**src/design/opcode_signature_checksum_assert.svh**
```systemverilog
// Assertion macros for the opcode signature checksum block.
// Included by the modules that carry concurrent checks; no other dependencies.
`ifndef OPCODE_SIGNATURE_CHECKSUM_ASSERT_SVH
`define OPCODE_SIGNATURE_CHECKSUM_ASSERT_SVH

// Checked at every rising edge once reset has been released
`define OSC_ASSERT(lbl, clk, rst_n, prop) \
    lbl: assert property (@(posedge clk) disable iff (!(rst_n)) (prop)) \
        else $error("osc assertion failed");

// Checked at every rising edge, reset included
`define OSC_ASSERT_ALWAYS(lbl, clk, prop) \
    lbl: assert property (@(posedge clk) (prop)) \
        else $error("osc assertion failed");

`endif

```
**src/design/osc_pkg.sv**
```systemverilog
// Package for the opcode signature checksum block: types, masks, word reduction.
// Used by osc_front, osc_queue, osc_back and opcode_signature_checksum.
`default_nettype none

package osc_pkg;

    localparam int unsigned WordW   = 32;
    localparam int unsigned RotAmt  = 17;
    localparam int unsigned QDepth  = 2;
    localparam int unsigned QPtrW   = 1;
    localparam int unsigned QCntW   = 2;

    localparam logic [WordW-1:0] PrimaryMask = 32'hFC00_0000;
    localparam logic [WordW-1:0] Low6Mask    = 32'h0000_003F;
    localparam logic [WordW-1:0] Mid5Mask    = 32'h0000_07C0;
    localparam logic [WordW-1:0] OperandMask = 32'h03FF_0000;
    localparam logic [WordW-1:0] Low11Mask   = 32'h0000_07FF;

    // Primary opcode codes with special handling
    localparam logic [5:0] OpPairedSingle = 6'd4;
    localparam logic [5:0] OpMulli        = 6'd7;
    localparam logic [5:0] OpSubfic       = 6'd8;
    localparam logic [5:0] OpImmLo        = 6'd10;
    localparam logic [5:0] OpImmHi        = 6'd15;
    localparam logic [5:0] OpGroup19      = 6'd19;
    localparam logic [5:0] OpGroup31      = 6'd31;
    localparam logic [5:0] OpGroup59      = 6'd59;
    localparam logic [5:0] OpGroup63      = 6'd63;
    localparam logic [5:0] OpLdStLo       = 6'd32;
    localparam logic [5:0] OpLdStHi       = 6'd55;

    // Paired-single sub-opcodes that also keep bits 10..6
    localparam logic [5:0] PsSubA = 6'd0;
    localparam logic [5:0] PsSubB = 6'd8;
    localparam logic [5:0] PsSubC = 6'd16;
    localparam logic [5:0] PsSubD = 6'd21;
    localparam logic [5:0] PsSubE = 6'd22;
    localparam logic [5:0] Fp59Limit = 6'd16;

    // Classified word travelling from front to back
    typedef struct packed {
        logic [WordW-1:0] red;
        logic             last;
    } t_item;

    // Reduce an instruction word to its opcode-identifying bits
    function automatic logic [WordW-1:0] reduce_word(input logic [WordW-1:0] w);
        logic [5:0]       p;
        logic [5:0]       sub;
        logic [WordW-1:0] ext;
        p   = w[31:26];
        sub = w[5:0];
        ext = '0;
        unique case (p) inside
            OpPairedSingle: begin
                ext = w & Low6Mask;
                unique case (sub) inside
                    PsSubA, PsSubB, PsSubC, PsSubD, PsSubE: ext = ext | (w & Mid5Mask);
                    default: ;
                endcase
            end
            OpMulli, OpSubfic, [OpImmLo:OpImmHi]: ext = w & OperandMask;
            OpGroup19, OpGroup31, OpGroup63:     ext = w & Low11Mask;
            OpGroup59: begin
                ext = w & Low6Mask;
                if (sub < Fp59Limit) begin
                    ext = ext | (w & Mid5Mask);
                end
            end
            [OpLdStLo:OpLdStHi]: ext = w & OperandMask;
            default: ext = '0;
        endcase
        return (w & PrimaryMask) | ext;
    endfunction

    // Rotate left by the fixed fold amount
    function automatic logic [WordW-1:0] rotl(input logic [WordW-1:0] v);
        return {v[WordW-RotAmt-1:0], v[WordW-1:WordW-RotAmt]};
    endfunction

endpackage

`default_nettype wire

```
**src/design/opcode_signature_checksum.sv**
```systemverilog
// Opcode signature checksum: one word per cycle while the queue has room, front classify -> 2-entry queue -> back fold.
// A last word's checksum is loaded into the result register when the back end takes it from the queue.
// Throughput: 1 word per cycle; only a last word waits, while an unread result blocks it.
// Reset (synchronous, active low) clears the running sum, the queue and the result slot.
// Depends on osc_pkg, osc_front, osc_queue and osc_back.
`default_nettype none

module opcode_signature_checksum (
    input  wire logic                      i_clk,
    input  wire logic                      i_rst_n,
    input  wire logic                      push,
    output logic                           full,
    input  wire logic [osc_pkg::WordW-1:0] i_instr_word,
    input  wire logic                      i_last_word,
    output logic                           empty,
    input  wire logic                      pop,
    output logic [osc_pkg::WordW-1:0]      o_checksum
);

    osc_pkg::t_item f_item;
    osc_pkg::t_item q_item;
    logic           q_push;
    logic           q_full;
    logic           q_vld;
    logic           q_pop;

    // Classify incoming requests
    osc_front u_front (
        .i_push       (push),
        .i_instr_word (i_instr_word),
        .i_last_word  (i_last_word),
        .i_q_full     (q_full),
        .o_item       (f_item),
        .o_q_push     (q_push)
    );

    // Decoupling queue
    osc_queue u_queue (
        .i_clk   (i_clk),
        .i_rst_n (i_rst_n),
        .i_push  (q_push),
        .i_item  (f_item),
        .o_full  (q_full),
        .i_pop   (q_pop),
        .o_item  (q_item),
        .o_vld   (q_vld)
    );

    // Fold and deliver
    osc_back u_back (
        .i_clk      (i_clk),
        .i_rst_n    (i_rst_n),
        .i_item     (q_item),
        .i_q_vld    (q_vld),
        .o_q_pop    (q_pop),
        .i_pop      (pop),
        .o_empty    (empty),
        .o_checksum (o_checksum)
    );

    assign full = q_full;

endmodule

`default_nettype wire

```
**src/design/osc_front.sv**
```systemverilog
// Front end: accepts instruction words and classifies them into reduced words.
// Depends on osc_pkg (t_item, reduce_word).
`default_nettype none

module osc_front (
    input  wire logic                      i_push,
    input  wire logic [osc_pkg::WordW-1:0] i_instr_word,
    input  wire logic                      i_last_word,
    input  wire logic                      i_q_full,
    output osc_pkg::t_item                 o_item,
    output logic                           o_q_push
);

    // Request goes into the queue only when it has room
    always_comb begin
        o_item.red  = osc_pkg::reduce_word(i_instr_word);
        o_item.last = i_last_word;
        o_q_push    = i_push && !i_q_full;
    end

endmodule

`default_nettype wire

```
**src/design/osc_queue.sv**
```systemverilog
// Two-entry queue decoupling the front classifier from the back accumulator.
// Depends on osc_pkg (t_item, queue sizing).
`default_nettype none

module osc_queue (
    input  wire logic     i_clk,
    input  wire logic     i_rst_n,
    input  wire logic     i_push,
    input  wire osc_pkg::t_item i_item,
    output logic          o_full,
    input  wire logic     i_pop,
    output osc_pkg::t_item o_item,
    output logic          o_vld
);

    osc_pkg::t_item                  r_mem [osc_pkg::QDepth];
    logic [osc_pkg::QPtrW-1:0]       r_wr;
    logic [osc_pkg::QPtrW-1:0]       n_wr;
    logic [osc_pkg::QPtrW-1:0]       r_rd;
    logic [osc_pkg::QPtrW-1:0]       n_rd;
    logic [osc_pkg::QCntW-1:0]       r_cnt;
    logic [osc_pkg::QCntW-1:0]       n_cnt;
    logic                            do_pop;

    // Status and next pointers
    always_comb begin
        o_full = (r_cnt == osc_pkg::QCntW'(osc_pkg::QDepth));
        o_vld  = (r_cnt != '0);
        o_item = r_mem[r_rd];
        do_pop = i_pop && o_vld;
        n_wr   = i_push ? r_wr + 1'b1 : r_wr;
        n_rd   = do_pop ? r_rd + 1'b1 : r_rd;
        n_cnt  = r_cnt + osc_pkg::QCntW'(i_push) - osc_pkg::QCntW'(do_pop);
    end

    // Control state
    always_ff @(posedge i_clk) begin
        if (!i_rst_n) begin
            r_wr  <= '0;
            r_rd  <= '0;
            r_cnt <= '0;
        end else begin
            r_wr  <= n_wr;
            r_rd  <= n_rd;
            r_cnt <= n_cnt;
        end
    end

    // Entry storage
    always_ff @(posedge i_clk) begin
        if (i_push) begin
            r_mem[r_wr] <= i_item;
        end
    end

endmodule

`default_nettype wire

```
**src/design/osc_back.sv**
```systemverilog
// Back end: folds reduced words into the running sum and holds the result.
// Depends on osc_pkg and the assertion macros in opcode_signature_checksum_assert.svh.
`default_nettype none
`include "opcode_signature_checksum_assert.svh"

module osc_back (
    input  wire logic                      i_clk,
    input  wire logic                      i_rst_n,
    input  wire osc_pkg::t_item            i_item,
    input  wire logic                      i_q_vld,
    output logic                           o_q_pop,
    input  wire logic                      i_pop,
    output logic                           o_empty,
    output logic [osc_pkg::WordW-1:0]      o_checksum
);

    logic [osc_pkg::WordW-1:0] r_sum;
    logic [osc_pkg::WordW-1:0] n_sum;
    logic [osc_pkg::WordW-1:0] fold;
    logic [osc_pkg::WordW-1:0] r_out;
    logic                      r_out_vld;
    logic                      n_out_vld;
    logic                      take;
    logic                      slot_free;

    // A last word needs the result slot; other words always proceed
    always_comb begin
        slot_free = !r_out_vld || i_pop;
        take      = i_q_vld && (!i_item.last || slot_free);
        fold      = osc_pkg::rotl(r_sum) ^ i_item.red;
        n_sum     = r_sum;
        n_out_vld = r_out_vld && !i_pop;
        if (take) begin
            n_sum = i_item.last ? '0 : fold;
            if (i_item.last) begin
                n_out_vld = 1'b1;
            end
        end
        o_q_pop    = take;
        o_empty    = !r_out_vld;
        o_checksum = r_out;
    end

    // Control state
    always_ff @(posedge i_clk) begin
        if (!i_rst_n) begin
            r_sum     <= '0;
            r_out_vld <= 1'b0;
        end else begin
            r_sum     <= n_sum;
            r_out_vld <= n_out_vld;
        end
    end

    // Result register
    always_ff @(posedge i_clk) begin
        if (take && i_item.last) begin
            r_out <= fold;
        end
    end

    `OSC_ASSERT(a_sum_clears, i_clk, i_rst_n, take && i_item.last |=> r_sum == '0)
    `OSC_ASSERT(a_fold, i_clk, i_rst_n, take && !i_item.last |=> r_sum == $past(fold))
    `OSC_ASSERT(a_result_loaded, i_clk, i_rst_n, take && i_item.last |=> r_out_vld && r_out == $past(fold))
    `OSC_ASSERT_ALWAYS(a_reset_empty, i_clk, !i_rst_n |=> !r_out_vld && r_sum == '0)

endmodule

`default_nettype wire

```
**config.mk**
```make
export PLATFORM = sky130hd
export DESIGN_NAME = opcode_signature_checksum
export DESIGN_NICKNAME = d
export VERILOG_FILES = /design/src/design/osc_pkg.sv /design/src/design/opcode_signature_checksum.sv /design/src/design/osc_front.sv /design/src/design/osc_queue.sv /design/src/design/osc_back.sv
export VERILOG_INCLUDE_DIRS = /design/src /design/src/design
export SDC_FILE = /design/constraint.sdc
export NUM_CORES = 1
export LEC_CHECK = 0
export ABC_AREA = 0
export BUFFER_PORTS_ARGS = -buffer_cell sky130_fd_sc_hd__buf_4
export CAP_MARGIN = 30
export CORE_MARGIN = 5
export CORE_UTILIZATION = 45
export CTS_CLUSTER_SIZE = 16
export DETAILED_ROUTE_END_ITERATION = 8
export SLEW_MARGIN = 20
export SYNTH_ARGS = -nofsm -noshare
export SYNTH_HDL_FRONTEND = slang
export SYNTH_HIERARCHICAL = 1
export SYNTH_SLANG_ARGS = --single-unit
export TNS_END_PERCENT = 50
```
**constraint.sdc**
```tcl
create_clock -name i_clk -period 3.3 [get_ports i_clk]
set_input_delay 0.165 -clock i_clk [delete_from_list [all_inputs] [get_ports i_clk]]
set_output_delay 0.165 -clock i_clk [all_outputs]
set_load 0.05 [all_outputs]
```
# Yosys cells after proc, flatten, opt, wreduce, memory -nomap -nowiden
# Memories as Yosys holds them, arrays and structs flattened. A register that Yosys moved wholly into a read port is not among the register bits.
# Index checks and enable logic that the tools add are counted.
dict set report word_totals {
  register_bits 69
  latch_bits 0
  ramBits 66
  rom_bits 0
  in_bits 37
  wordCells 59
  mem_count 1
}
# memory depth width read_ports rd_ports_with_merged_regs wr line_no
set memory_table {}
lappend memory_table {u_queue.r_mem 2 33 1 1 1 osc_queue.sv:16} ;# osc_pkg::t_item r_mem [osc_pkg::QDepth];
dict set report classes {
  addsub 4
  mul 0
  div_mod_pow 0
  order_cmp 5
  eq_ne 12
  n_shift 0
  muxes 10
  bitwise_logic 3
  reduce_logical 18
}
# op n
set ops {}
lappend ops {{case mux 32 bit (4 select lines)} 1}
lappend ops {{2-to-1 mux 32 bit} 2}
lappend ops {{OR 32 bit} 1}
lappend ops {{XOR 32 bit} 1}
lappend ops {{equality test 6 x 5 -> 1 bit, second input constant} 5}
lappend ops {{equality test 6 x 3 -> 1 bit, second input constant} 2}
lappend ops {{equality test 6 x 4 -> 1 bit, second input constant} 2}
lappend ops {{equality test 6 bit, second input constant} 2}
lappend ops {{2-to-1 mux 11 bit} 1}
lappend ops {{OR 6 x 11 -> 11 bit} 1}
lappend ops {{logical AND 1 bit} 7}
lappend ops {{>= comparator 6 x 4 -> 1 bit, second input constant} 1}
lappend ops {{>= comparator 6 bit, second input constant} 1}
lappend ops {{<= comparator 6 x 4 -> 1 bit, second input constant} 1}
lappend ops {{<= comparator 6 bit, second input constant} 1}
lappend ops {{zero test 6 bit} 1}
lappend ops {{< comparator 6 x 5 -> 1 bit, second input constant} 1}
lappend ops {{2-to-1 mux 1 bit} 6}
lappend ops {{OR reduction 5 bit} 1}
lappend ops {{zero test 1 bit} 4}
lappend ops {{OR reduction 4 bit} 1}
lappend ops {{OR reduction 3 bit} 1}
lappend ops {{adder 1 bit, second input constant} 2}
lappend ops {{adder 2 x 1 -> 2 bit} 1}
lappend ops {{4 further kinds} 5}

# Logic depth before layout (Yosys ltp)
# Gate-level depths: netlist of run 1.
dict set report depth {
  ltp_word 7
  ltp_mapped 11
}

# Modules after synthesis
# The synthesis of run 1 kept the hierarchy.
# module n_inst cells_per_inst area_each_um2 seq_area_each_um2
set modules_own_cells {}
lappend modules_own_cells {osc_queue 1 126 2756.4 2082.0}
lappend modules_own_cells {osc_back 1 210 2596.2 1621.6}
lappend modules_own_cells {osc_front 1 60 411.6 0.0}

# Worst setup path after synthesis of run 1
# No wires, ideal clock.
dict set report synth_path {
  kind {reg-to-reg}
  startpoint {register u_queue/r_cnt[1] (netlist bit)}
  endpoint {memory u_queue/r_mem[0][0] (netlist bit), enable pin}
  setup_ns 0.428
  arrival_ns 2.433
  required_ns 2.872
  path_slack_ns 0.439
  stages_incl_launch_ff 4
  synth_period_minus_slack_ns 2.861
  path_cell_list {dfxtp_1 -> nor2b_1 -> nor2b_1 -> nor2b_1}
}
dict set report synth_between {
  elab_chain_len 5
}
# element line_no
set synth_rtl {}
lappend synth_rtl {{from (decl)} osc_queue.sv:21} ;# logic [osc_pkg::QCntW-1:0] r_cnt;
lappend synth_rtl {{from (signal assigned)} osc_queue.sv:45} ;# r_cnt <= n_cnt;
lappend synth_rtl {{equality test 2 bit} osc_queue.sv:27} ;# o_full = (r_cnt == osc_pkg::QCntW'(osc_pkg::QDepth));
lappend synth_rtl {{named net full} opcode_signature_checksum.sv:12} ;# output logic full,
lappend synth_rtl {{zero test 1 bit} osc_front.sv:18} ;# o_q_push = i_push && !i_q_full;
lappend synth_rtl {{logical AND 1 bit} osc_front.sv:18}
lappend synth_rtl {{named net q_push} opcode_signature_checksum.sv:22} ;# logic q_push;
lappend synth_rtl {{2-to-1 mux 1 bit} osc_queue.sv:51} ;# if (i_push) begin
lappend synth_rtl {{2-to-1 mux 1 bit (not written as such)} osc_queue.sv:52} ;# r_mem[r_wr] <= i_item;
lappend synth_rtl {{to (decl)} osc_queue.sv:16}
# The timed path passes the listed nets, and every way through them passes these cells.

==> results summary, run 1 <==
Setup repair after global routing left no endpoint under its margin. The number of nets in the layout came out at 505. The number of clock buffers added by TritonCTS is 17.

The adder and majority cell fraction of the synthesized area came out at 0.434%. In the routed design, unresolved DRC markers number 0. The setup path with the least slack is of type register to register. From synthesis to final layout, the design area changed by 21.8%.

The worst-case setup slack after placement is 1.42 ns. In this run the most critical hold path is launched from i_instr_word[31]. The initial antenna violation count came to 0. The area occupied by multi-input gates is 1860 um2. The total negative slack for setup checks is 0 ns. The maximum frequency from static timing analysis is 0.554 GHz. The total global routing overflow is 0. After legalization and detailed placement, the total HPWL measured 6090 um. In the synthesized netlist, the number of instances is 396.

The top cell type's share of synthesized area is 51.1%. During I/O placement, the number of pins put on the boundary was 71. For this design the static power due to leakage is 2.71 nW. The area of all sequential standard cells is 3700 um2. In this run the critical register-to-register path is launched from u_queue/r_mem[0][0]$_DFFE_PP_. The data arrival time of the worst path came out at 2.14 ns.

The number of placed cells counting well taps is 613. The synthesis warning total came out at 6. The core box area came out at 12600 um2.

The final setup violation count came out at 0. For the pin with the worst max-slew slack, the measured transition is 0.931 ns. The largest fanout on the critical path is 3.

Counting distinct cell types in the post-synthesis netlist gives 44. The fraction of the yosys area taken by sequential cells is 64.3%. The worst path needs 1.80 ns of the cycle, external delays included. The portion of the clock cycle consumed by the worst path in the final layout came out at 54.7%.

The number of diodes came out at 0. The number of max-cap violations came out at 0. The launch point of the critical path is u_queue/r_mem[0][0]$_DFFE_PP_. The worst setup path is captured at a register.

The share of the synthesized area in compound gates (AO/OA/AOI/OAI) came out at 6.38%. Measured along the y axis, the die boundary spans 123 um. The area of the die is 15200 um2. The areal power density over the cells came out at 936 nW/um2. The total of fill cells in the finished design is 1021. The share of synthesized area spent on multiplexers came out at 8.75%. The maximum count of clock buffers along a single path is 2. Counting every sink on the clock net gives 136. The clock-pin slew of the registers on the worst-case setup and hold paths is 0.06 ns. In this run, synthesis inferred 98 flip-flops with an integrated enable.

The routed via count divided by cell count came out at 4.71. After the flow finishes, the layout carries non-filler instances totaling 651. The count of endpoints failing hold in the final timing report came out at 0. The first-pass GRT wire length is 16000 um. The cell with the most instances after synthesis is edfxtp_1. The flow ran to the end, and the final reports show no timing, DRC or antenna violations. Across the routed clock network, the largest skew measured is 0.0106 ns.

The average instance in the mapped netlist occupies 14.6 um2. The simple-gate share of the synthesized area is 10.9%. After detailed routing, the total wire length is 9960 um. The maximum vdd drop came out at 0.362 mV.

The count of final max-slew check failures is 0. The total of flip-flops plus latches after synthesis came out at 136. The first-pass iteration count of the detailed router came out at 4. On the final layout, the worst hold slack is 0.0228 ns.

The CTS tree is done. Entering global routing, the biggest net connects 40 pins. The library cell used as clock root buffer is clkbuf_16. For this run, the total global-route usage over all layers was measured as 14.2%. The H-tree depth came out at 4. The required arrival time at the worst endpoint came out at 3.64 ns.

The most used flip-flop cell after synthesis is edfxtp_1. The post-synthesis async set-or-reset flop share came out at 0%. After detailed routing, the average wire length per cell comes to 15.3 um. Input and output buffers added on the ports amount to 65. The final weighted congestion in routability-driven placement came out at 0.683. The via count of the first global-routing pass came out at 3193.

The worst setup path is launched from a register. After synthesis, the cell types taking the most area are edfxtp_1 51%, dfxtp_1 13%, mux2_4 7.8%, xor2_1 4.9%, nand2b_1 3.7%. After synthesis, the largest family of logic cells by area is simple AND/OR/NAND/NOR gates. The horizontal die dimension is 123 um. The fraction of final layout cells with drive strength greater than 1 came out at 34.0%.

The insertion delay to the later sink of the worst-skew pair came out at 0.40 ns. The post-synthesis cell area came out at 5760 um2. The worst pin sits at a relative slew slack of 37.6%. The min-delay analysis places its worst path in the category primary input to register. By count the netlist is led by 98 x edfxtp_1, 38 x dfxtp_1, 36 x nand2_1.

The worst path meets setup with 1.50 ns of slack. The post-synthesis share of cell area spent on xor and xnor gates came out at 5.25%. The total number of vias is 3066.

The number of rows in the core area is 41. The post-detailed-route count of antenna-violating nets is 0. The DRC marker count from the first detailed-route iteration is 202. The post-cts sizing count is 0.

The effective utilization at floorplan came out at 45.9%. The largest total area in the synthesized netlist belongs to edfxtp_1.
## path summary, 6_finish.rpt
path	end	slack [ns]	cells past startpoint
setup / recovery	u_queue/r_cnt[1]$_SDFF_PN0_	1.50	8
hold / removal	u_queue/r_mem[0][32]$_DFFE_PP_	0.02	1
setup reg to reg	u_queue/r_cnt[1]$_SDFF_PN0_	1.50	8
hold reg to reg	register	0.47	2
## sequential cells by signal (all words and copies together) (netlist names), named ones only
signal	flops
u_back/o_checksum	32
u_back/r_out_vld	1
u_back/r_sum	32
u_queue/r_cnt	2
u_queue/r_mem	66
u_queue/r_rd	1
u_queue/r_wr	1
## repair_timing
item	CTS	global route
hold endpoints to repair	8	0
hold buffers	4	0
buffers inserted	0	0
## through the flow
step	cell area [um2]	utilization [%]	power (mW)
after floorplan	5780	-	4.16
after global placement	6320	50.3	4.59
after detailed placement	6320	50.3	4.63
after CTS	6990	55.6	6.62
after global routing	7020	55.9	6.88
final	7020	55.9	6.57
## where the power goes
part | leakage (nW) | total [mW] | switching (mW) | internal [mW]
Clock | 0.298 | 1.98 | 0.677 | 1.30
Sequential | 1.24 | 2.52 | 0.155 | 2.36
Combinational | 1.18 | 2.07 | 1.29 | 0.780
## kinds of logic (layout without fill, tap and decap cells)
family | count (synthesis) | in the layout
muxes | 35 | 35
adders and majority gates | 2 | 2
other | 1 | 5
buffers and inverters | 32 | 111
AOI/OAI and AO/OA | 47 | 47
DFF | 136 | 136
xor gates and xnor gates | 33 | 33
and+or+nand+nor | 110 | 110
## area by class of cell
type                            instances  share of cell area (%)
Clock buffer                           20                    6.51
Multi-Input combinational cell        232                    26.6
Clock inverter                         12                    2.48
Sequential cell                       136                    52.8
Timing Repair Buffer                   75                    8.41
Tap cell                              172                    3.07
Inverter                                4                   0.214
## cell usage in the layout (no fill, tap or decap), types with 3 or more instances in the layout
| cell | n |
|---|---|
| dlygate4sd3_1 | 4 |
| inv_1 | 4 |
| conb_1 | 5 |
| o21ai_0 | 11 |
| nand2b_1 | 34 |
| o21ai_2 | 19 |
| bufinv_16 | 4 |
| mux2_1 | 3 |
| mux2_4 | 30 |
| edfxtp_1 | 98 |
| clkinv_2 | 3 |
| nand2_1 | 36 |
| nor2b_1 | 14 |
| dfxtp_1 | 37 |
| xor2_1 | 32 |
| buf_4 | 69 |
| a211oi_1 | 3 |
| clkbuf_16 | 17 |
| clkinvlp_4 | 4 |
| and2_1 | 12 |
## worst max-delay path, cell delays in order, from the launching register on
cell,delay (ns)
edfxtp_1,0.35
mux2_4,0.30
a21boi_4,0.15
o21a_2,0.19
ha_1,0.24
inv_1,0.06
ha_1,0.13
xnor3_1,0.20
nor2b_1,0.12
## metal layers
layer / global-route usage (%) / vias up / wire length (um)
li1: - / 1518 / -
met1: 17.1 / 1480 / 4280
met2: 24.3 / 62 / 5100
met3: 3.84 / 6 / 478
met4: 5.19 / 0 / 106
met5: 0 / - / 0
No activity file was read; power rests on OpenSTA's default activity.
==> run 2: changes to the inputs <==
- clock period: 3.3 -> 1.8 ns (I/O delays scaled with it)
==> run 2 against run 1 <==
Effect of this change: global-route usage is 0.88 points higher; combinational power is 92% higher; utilization is 2.2 points higher; maximum frequency is 4.8% higher; highest routed layer unchanged; register-to-register slack worse by 1.4 ns.
==> results summary, run 2 (same netlist as run 1, synthesis figures left out) <==
The number of diodes is 0 (unchanged). The total negative slack for setup checks is 0 ns (unchanged). The I/O pin count is 71 (unchanged). The critical path's largest stage delay came out at 0.36 ns (about the same). The register name with the most flops is u_queue/r_mem. The pin count of the biggest net entering global routing is 34 (-15%). The number of placed cells counting well taps came out at 620 (+1.1%). The post-route worst setup slack came out at 0.0786 ns (-1.42 ns). STA classifies the critical path startpoint as a register. The total of fill cells in the finished design came out at 1010 (-1.1%). The clock-pin slew of the registers on the worst-case setup and hold paths is 0.06 ns (about the same). The cell at the slowest stage of the critical path is dfxtp_2. The portion of the clock cycle consumed by the worst path in the final layout came out at 95.6% (+41 points). The total global routing track utilization is 15.1% (+0.88 points). The first-pass GRT wire length is 17000 um (+6.3%). The first-pass iteration count of the detailed router came out at 4 (unchanged). The post-detailed-route count of antenna-violating nets is 0 (unchanged). The fraction of final layout cells with drive strength greater than 1 is 35.0% (+0.98 points).

The largest fanout on the critical path came out at 3 (unchanged). The library cell used as clock root buffer is clkbuf_16. The horizontal die dimension came out at 123 um (unchanged). The H-tree depth came out at 4 (unchanged).

The final hold slack is 0.0239 ns (+0.00112 ns). The routed via count divided by cell count came out at 4.76 (+1.0%). The maximum frequency from static timing analysis came out at 0.581 GHz (+4.8%). The number of flip-flops in the largest register is 66 (unchanged).

The number of nets in the layout is 523 (+3.6%). The worst setup skew after layout came out at 0.0135 ns (+0.00293 ns). The areal power density over the cells was 1710 nW/um2 (+83%). The min-delay analysis places its worst path in the category primary input to register.

The count of final max-slew check failures was 0 (unchanged). The transition time of the tightest slew-check pin is 0.534 ns (-0.397 ns). The initial antenna violation count was 0 (unchanged).

The maximum count of clock buffers along a single path came out at 2 (unchanged). The relative slew slack came out at 64.3% (+27 points). The cell area after layout came out at 7300 um2 (+4.0%). The data arrival time of the worst path came out at 2.07 ns (-0.07 ns). The worst setup path is captured at a register. The final weighted congestion in routability-driven placement was 0.749 (+9.8%). The count of unresolved DRC violations after routing is 0 (unchanged). The via count of the first global-routing pass is 3350 (+4.9%). The DRC marker count from the first detailed-route iteration came out at 190 (-5.9%).

In the layout the commonest cells are 98 x edfxtp_1, 72 x buf_4, 37 x dfxtp_1. The area of all sequential standard cells came out at 3700 um2 (unchanged). The wire length after detailed routing came out at 10400 um (+3.9%). The critical path goes through mux2_4, a21boi_4, o21a_4, ha_4, inv_2, ha_4, xnor3_1, nor2b_1.

The start-to-end type of the worst setup path is register to register. The insertion delay to the later sink of the worst-skew pair came out at 0.41 ns (about the same). The number of rows in the core area is 41 (unchanged). The number of port buffers came out at 65 (unchanged). The effective utilization at floorplan is 45.9% (unchanged).

The count of endpoints failing hold in the final timing report is 0 (unchanged). The CTS tree is done. The end-of-flow core utilization is 58.1% (+2.2 points). The required arrival time at the worst endpoint was 2.15 ns (-1.49 ns). The area of the die is 15200 um2 (unchanged). The number of buffers created by CTS came out at 17 (unchanged). The cell area reported after detailed placement came to 6450 um2 (+2.1%). The area occupied by multi-input gates was 1900 um2 (+1.9%). The per-cell routed wire length came to 15.5 um (+1.1%). The final setup violation count came out at 0 (unchanged).

The total global routing overflow came out at 0 (unchanged). The flow ran to the end, and the final reports show no timing, DRC or antenna violations. The core box area was 12600 um2 (unchanged). The half-perimeter wire length of the detailed placement result is 6410 um (+5.2%). The post-route total power is 12.5 mW (+90%). Setup repair after global routing could not meet its margin everywhere. The maximum vdd drop came to 0.608 mV (+68%).

The leakage power total is 2.82 nW (+3.9%). The post-layout minimum cycle time is 1.72 ns (-0.0827 ns). The total number of vias came to 3183 (+3.8%).

The number of max-cap violations is 0 (unchanged). The worst-case setup slack after placement was 0.0396 ns (-1.38 ns). The number of clock sinks seen by CTS is 136 (unchanged). The library cell used most frequently in the layout, excluding fill and tap cells, is edfxtp_1.

Among the stages of the critical path, the cell type that occurs most often is ha_4. The non-filler instance count after layout came out at 669 (+2.8%). The die span in y is 123 um (unchanged).

The area added between synthesis and finish is 26.7%.
-- run 2: what timing repair did --
item,4_1_cts,5_1_grt
hold endpoints to repair,35,0
hold buffers,17,0
setup endpoints to repair,0,11
gates resized for setup,0,1
setup buffers,0,0
-- run 2: path summary, 6_finish.rpt --
check / start / endpoint / slack, ns / cells after the start
min reg2reg: u_back/r_sum[0]$_SDFFE_PN0P_ / u_back/r_sum[0]$_SDFFE_PN0P_ / 0.46 / 2
min: i_instr_word[24] / u_queue/r_mem[0][25]$_DFFE_PP_ / 0.02 / 2
max: register / u_queue/r_cnt[1]$_SDFF_PN0_ / 0.08 / 8
max reg2reg: register / u_queue/r_cnt[1]$_SDFF_PN0_ / 0.08 / 8
-- run 2: area by class of cell --
cell class | instances | area share, %
multi-input cells | 232 | 26.0
flip-flops and latches | 136 | 50.7
well taps | 172 | 2.95
clock buffers | 17 | 5.83
clock inverters | 15 | 3.43
repair buffers | 93 | 10.8
inverters | 4 | 0.206
-- run 2: power breakdown --
group	switching, mW	internal (mW)	total, mW	leakage (nW)
Clock	1.29	2.60	3.89	0.316
Combinational	2.44	1.55	3.98	1.27
Sequential	0.296	4.33	4.63	1.24
-- run 2: critical path, delay by kind of cell (launching register included) --
| family | cells | cell delay (ns) |
|---|---|---|
| flops | 1 | 0.36 |
| fa+ha+maj | 2 | 0.30 |
| compound gates | 2 | 0.32 |
| mux | 1 | 0.33 |
| simple gates | 1 | 0.10 |
| xor+xnor | 1 | 0.19 |
| buf+inv | 1 | 0.06 |
-- run 2: metal layers --
metal / routed length [um] / GRT usage [%] / vias up
met5: 0 / 0 / -
met4: 140 / 6.23 / 0
met3: 490 / 3.43 / 10
met2: 5080 / 24.5 / 71
met1: 4640 / 19.5 / 1542
li1: - / - / 1560
==> run 3: changes to the inputs <==
- CORE_UTILIZATION: 45 -> 40
- MAX_ROUTING_LAYER: default -> met4
==> run 3 against run 2 <==
Effect of this change: combinational power hardly changed; register-to-register slack worse by 0.05 ns; power is 4.5% lower; sequential power hardly changed; die area is 11% higher; utilization is 6.7 points lower; sequential cell count stayed put; count of clock-buffer cells in the layout is 6 higher; clock power is 15% lower; largest power group unchanged.
==> results summary, run 3 (same netlist as run 1, synthesis figures left out) <==
The post-detailed-route count of antenna-violating nets is 0 (unchanged). The number of port buffers is 65 (unchanged). The leakage power total is 2.77 nW (-1.7%). The fraction of final layout cells with drive strength greater than 1 came out at 34.4% (-0.60 points). The post-route worst setup slack was 0.0239 ns (-0.0547 ns). The count of unresolved DRC violations after routing was 0 (unchanged). Setup repair after global routing could not meet its margin everywhere. The count of final max-slew check failures came out at 0 (unchanged).

The routed via count divided by cell count is 4.68 (-1.6%). The H-tree depth is 4 (unchanged). The final weighted congestion in routability-driven placement is 0.720 (-3.8%).

The first-pass iteration count of the detailed router came to 6 (+2). The required arrival time at the worst endpoint came out at 2.14 ns (about the same). The final setup violation count came out at 0 (unchanged).

TritonCTS built the clock tree. The per-cell routed wire length is 15.6 um (+0.86%). The half-perimeter wire length of the detailed placement result came out at 6450 um (+0.64%). The number of placed cells counting well taps came out at 626 (+0.97%).

The area occupied by multi-input gates came out at 1910 um2 (+0.26%). The end-of-flow core utilization came out at 51.4% (-6.7 points). The portion of the clock cycle consumed by the worst path in the final layout is 98.7% (+3.0 points). The register name with the most flops is u_queue/r_mem. The core box area is 14000 um2 (+11%). The I/O pin count came out at 71 (unchanged). The cell area after layout was 7190 um2 (-1.6%). The number of flip-flops in the largest register was 66 (unchanged). The number of clock sinks seen by CTS came out at 136 (unchanged).

The effective utilization at floorplan came out at 41.2% (-4.7 points). The maximum vdd drop came to 0.769 mV (+27%). The cell sitting at the root of the clock tree is a clkbuf_16.

The areal power density over the cells is 1660 nW/um2 (-3.0%). The worst setup path is captured at a register. The via count of the first global-routing pass came out at 3220 (-3.9%).

The area added between synthesis and finish came out at 24.7%. The total number of vias is 3154 (-0.91%). The number of buffers created by CTS came out at 17 (unchanged). The start-to-end type of the worst setup path is register to register. The number of max-cap violations is 0 (unchanged).

The area of the die is 16900 um2 (+11%). The count of endpoints failing hold in the final timing report is 0 (unchanged). The initial antenna violation count is 0 (unchanged).

The cell area reported after detailed placement is 6420 um2 (-0.47%). The worst-case setup slack after placement came out at 0.0126 ns (-0.0270 ns). The largest fanout on the critical path came out at 3 (unchanged). The die span in y is 130 um (+5.6%). The maximum count of clock buffers along a single path came to 2 (unchanged).

The relative slew slack is 63.3% (-1.0 points). The number of rows in the core area was 43 (+4.9%). The horizontal die dimension came out at 130 um (+5.6%). The number of diodes was 0 (unchanged). The post-layout minimum cycle time is 1.78 ns (+0.0547 ns). The post-route total power came to 11.9 mW (-4.5%). The number of nets in the layout is 520 (-0.57%). The clock-pin slew of the registers on the worst-case setup and hold paths is 0.05 ns (about the same).

The total global routing track utilization is 13.6% (-1.4 points). The pin count of the biggest net entering global routing came to 39 (+15%). The total global routing overflow came to 0 (unchanged). The non-filler instance count after layout came to 674 (+0.75%). The most common cell after layout, fill and taps aside is edfxtp_1. The worst setup skew after layout came out at 0.0112 ns (-0.00223 ns). The flow ran to the end, and the final reports show no timing, DRC or antenna violations. The total of fill cells in the finished design came to 1190 (+18%). The post-CTS setup-driven buffer insertion count came out at 0 (unchanged). The category of the worst setup path launch point is a register. The top cell types in the final layout, fill and taps aside, are 98 x edfxtp_1, 71 x buf_4, 37 x dfxtp_1. The wire length after detailed routing is 10500 um (+1.6%). The first-pass GRT wire length came to 16500 um (-3.2%).

The DRC marker count from the first detailed-route iteration came out at 117 (-38%). The data arrival time of the worst path came out at 2.12 ns (+0.05 ns). The maximum frequency from static timing analysis came out at 0.563 GHz (-3.1%).

The insertion delay to the later sink of the worst-skew pair came to 0.41 ns (about the same). The area of all sequential standard cells came out at 3700 um2 (unchanged). The transition time of the tightest slew-check pin is 0.549 ns (+0.0150 ns). In this run the worst hold path is classified as primary input to register.
## run 3: worst paths after layout
path / depth (start not counted) / to / slack, ns / start
hold reg to reg: 2 / u_back/r_sum[16]$_SDFFE_PN0P_ / 0.47 / u_back/r_sum[16]$_SDFFE_PN0P_
setup / recovery: 8 / u_queue/r_cnt[1]$_SDFF_PN0_ / 0.02 / register
hold / removal: 2 / u_queue/r_mem[0][23]$_DFFE_PP_ / 0.01 / i_instr_word[22]
setup reg to reg: 8 / u_queue/r_cnt[1]$_SDFF_PN0_ / 0.02 / register
## run 3: timing repair
item	4_1_cts	5_1_grt
gates resized for setup	1	3
setup endpoints to repair	32	18
hold buffers	15	0
endpoints found under the hold margin	30	0
pin swaps	0	1
## run 3: cell type report
| class | instances | area share (%) |
|---|---|---|
| Clock inverter | 9 | 1.36 |
| Inverter | 4 | 0.209 |
| Clock buffer | 23 | 6.65 |
| Timing Repair Buffer | 90 | 10.6 |
| Sequential cell | 136 | 51.5 |
| Tap cell | 180 | 3.13 |
| Multi-Input combinational cell | 232 | 26.5 |
## run 3: metal layers
| metal | track usage, % | part of all wire, % | vias to the layer above |
|---|---|---|---|
| li1 | - | - | 1556 |
| met1 | 16.6 | 43 | 1518 |
| met2 | 21.3 | 50 | 71 |
| met3 | 3.52 | 5.2 | 9 |
| met4 | 6.23 | 1.2 | 0 |
| met5 | - | 0 | - |
## run 3: per-stage QoR
| step | setup TNS [ns] | hold WS (ns) |
|---|---|---|
| 2_1_floorplan | -9.56 | 0.208 |
| 3_3_place_gp | 0 | 0.285 |
| 3_5_place_dp | 0 | 0.292 |
| 4_1_cts | 0 | 0.00194 |
| 5_1_grt | -0.0643 | 0.0142 |
| 6_report | 0 | 0.0149 |
## run 3: critical path: stages (launching register included)
cell,delay (ns)
dfxtp_2,0.34
mux2_4,0.33
a21boi_4,0.17
o21a_4,0.18
ha_4,0.20
inv_2,0.06
ha_4,0.11
xnor3_1,0.19
nor2b_1,0.12
## run 3: power breakdown
part / internal, mW / leakage (nW) / switching, mW
Combinational: 1.54 / 1.26 / 2.46
Sequential: 4.33 / 1.24 / 0.293
Clock: 2.13 / 0.278 / 1.19
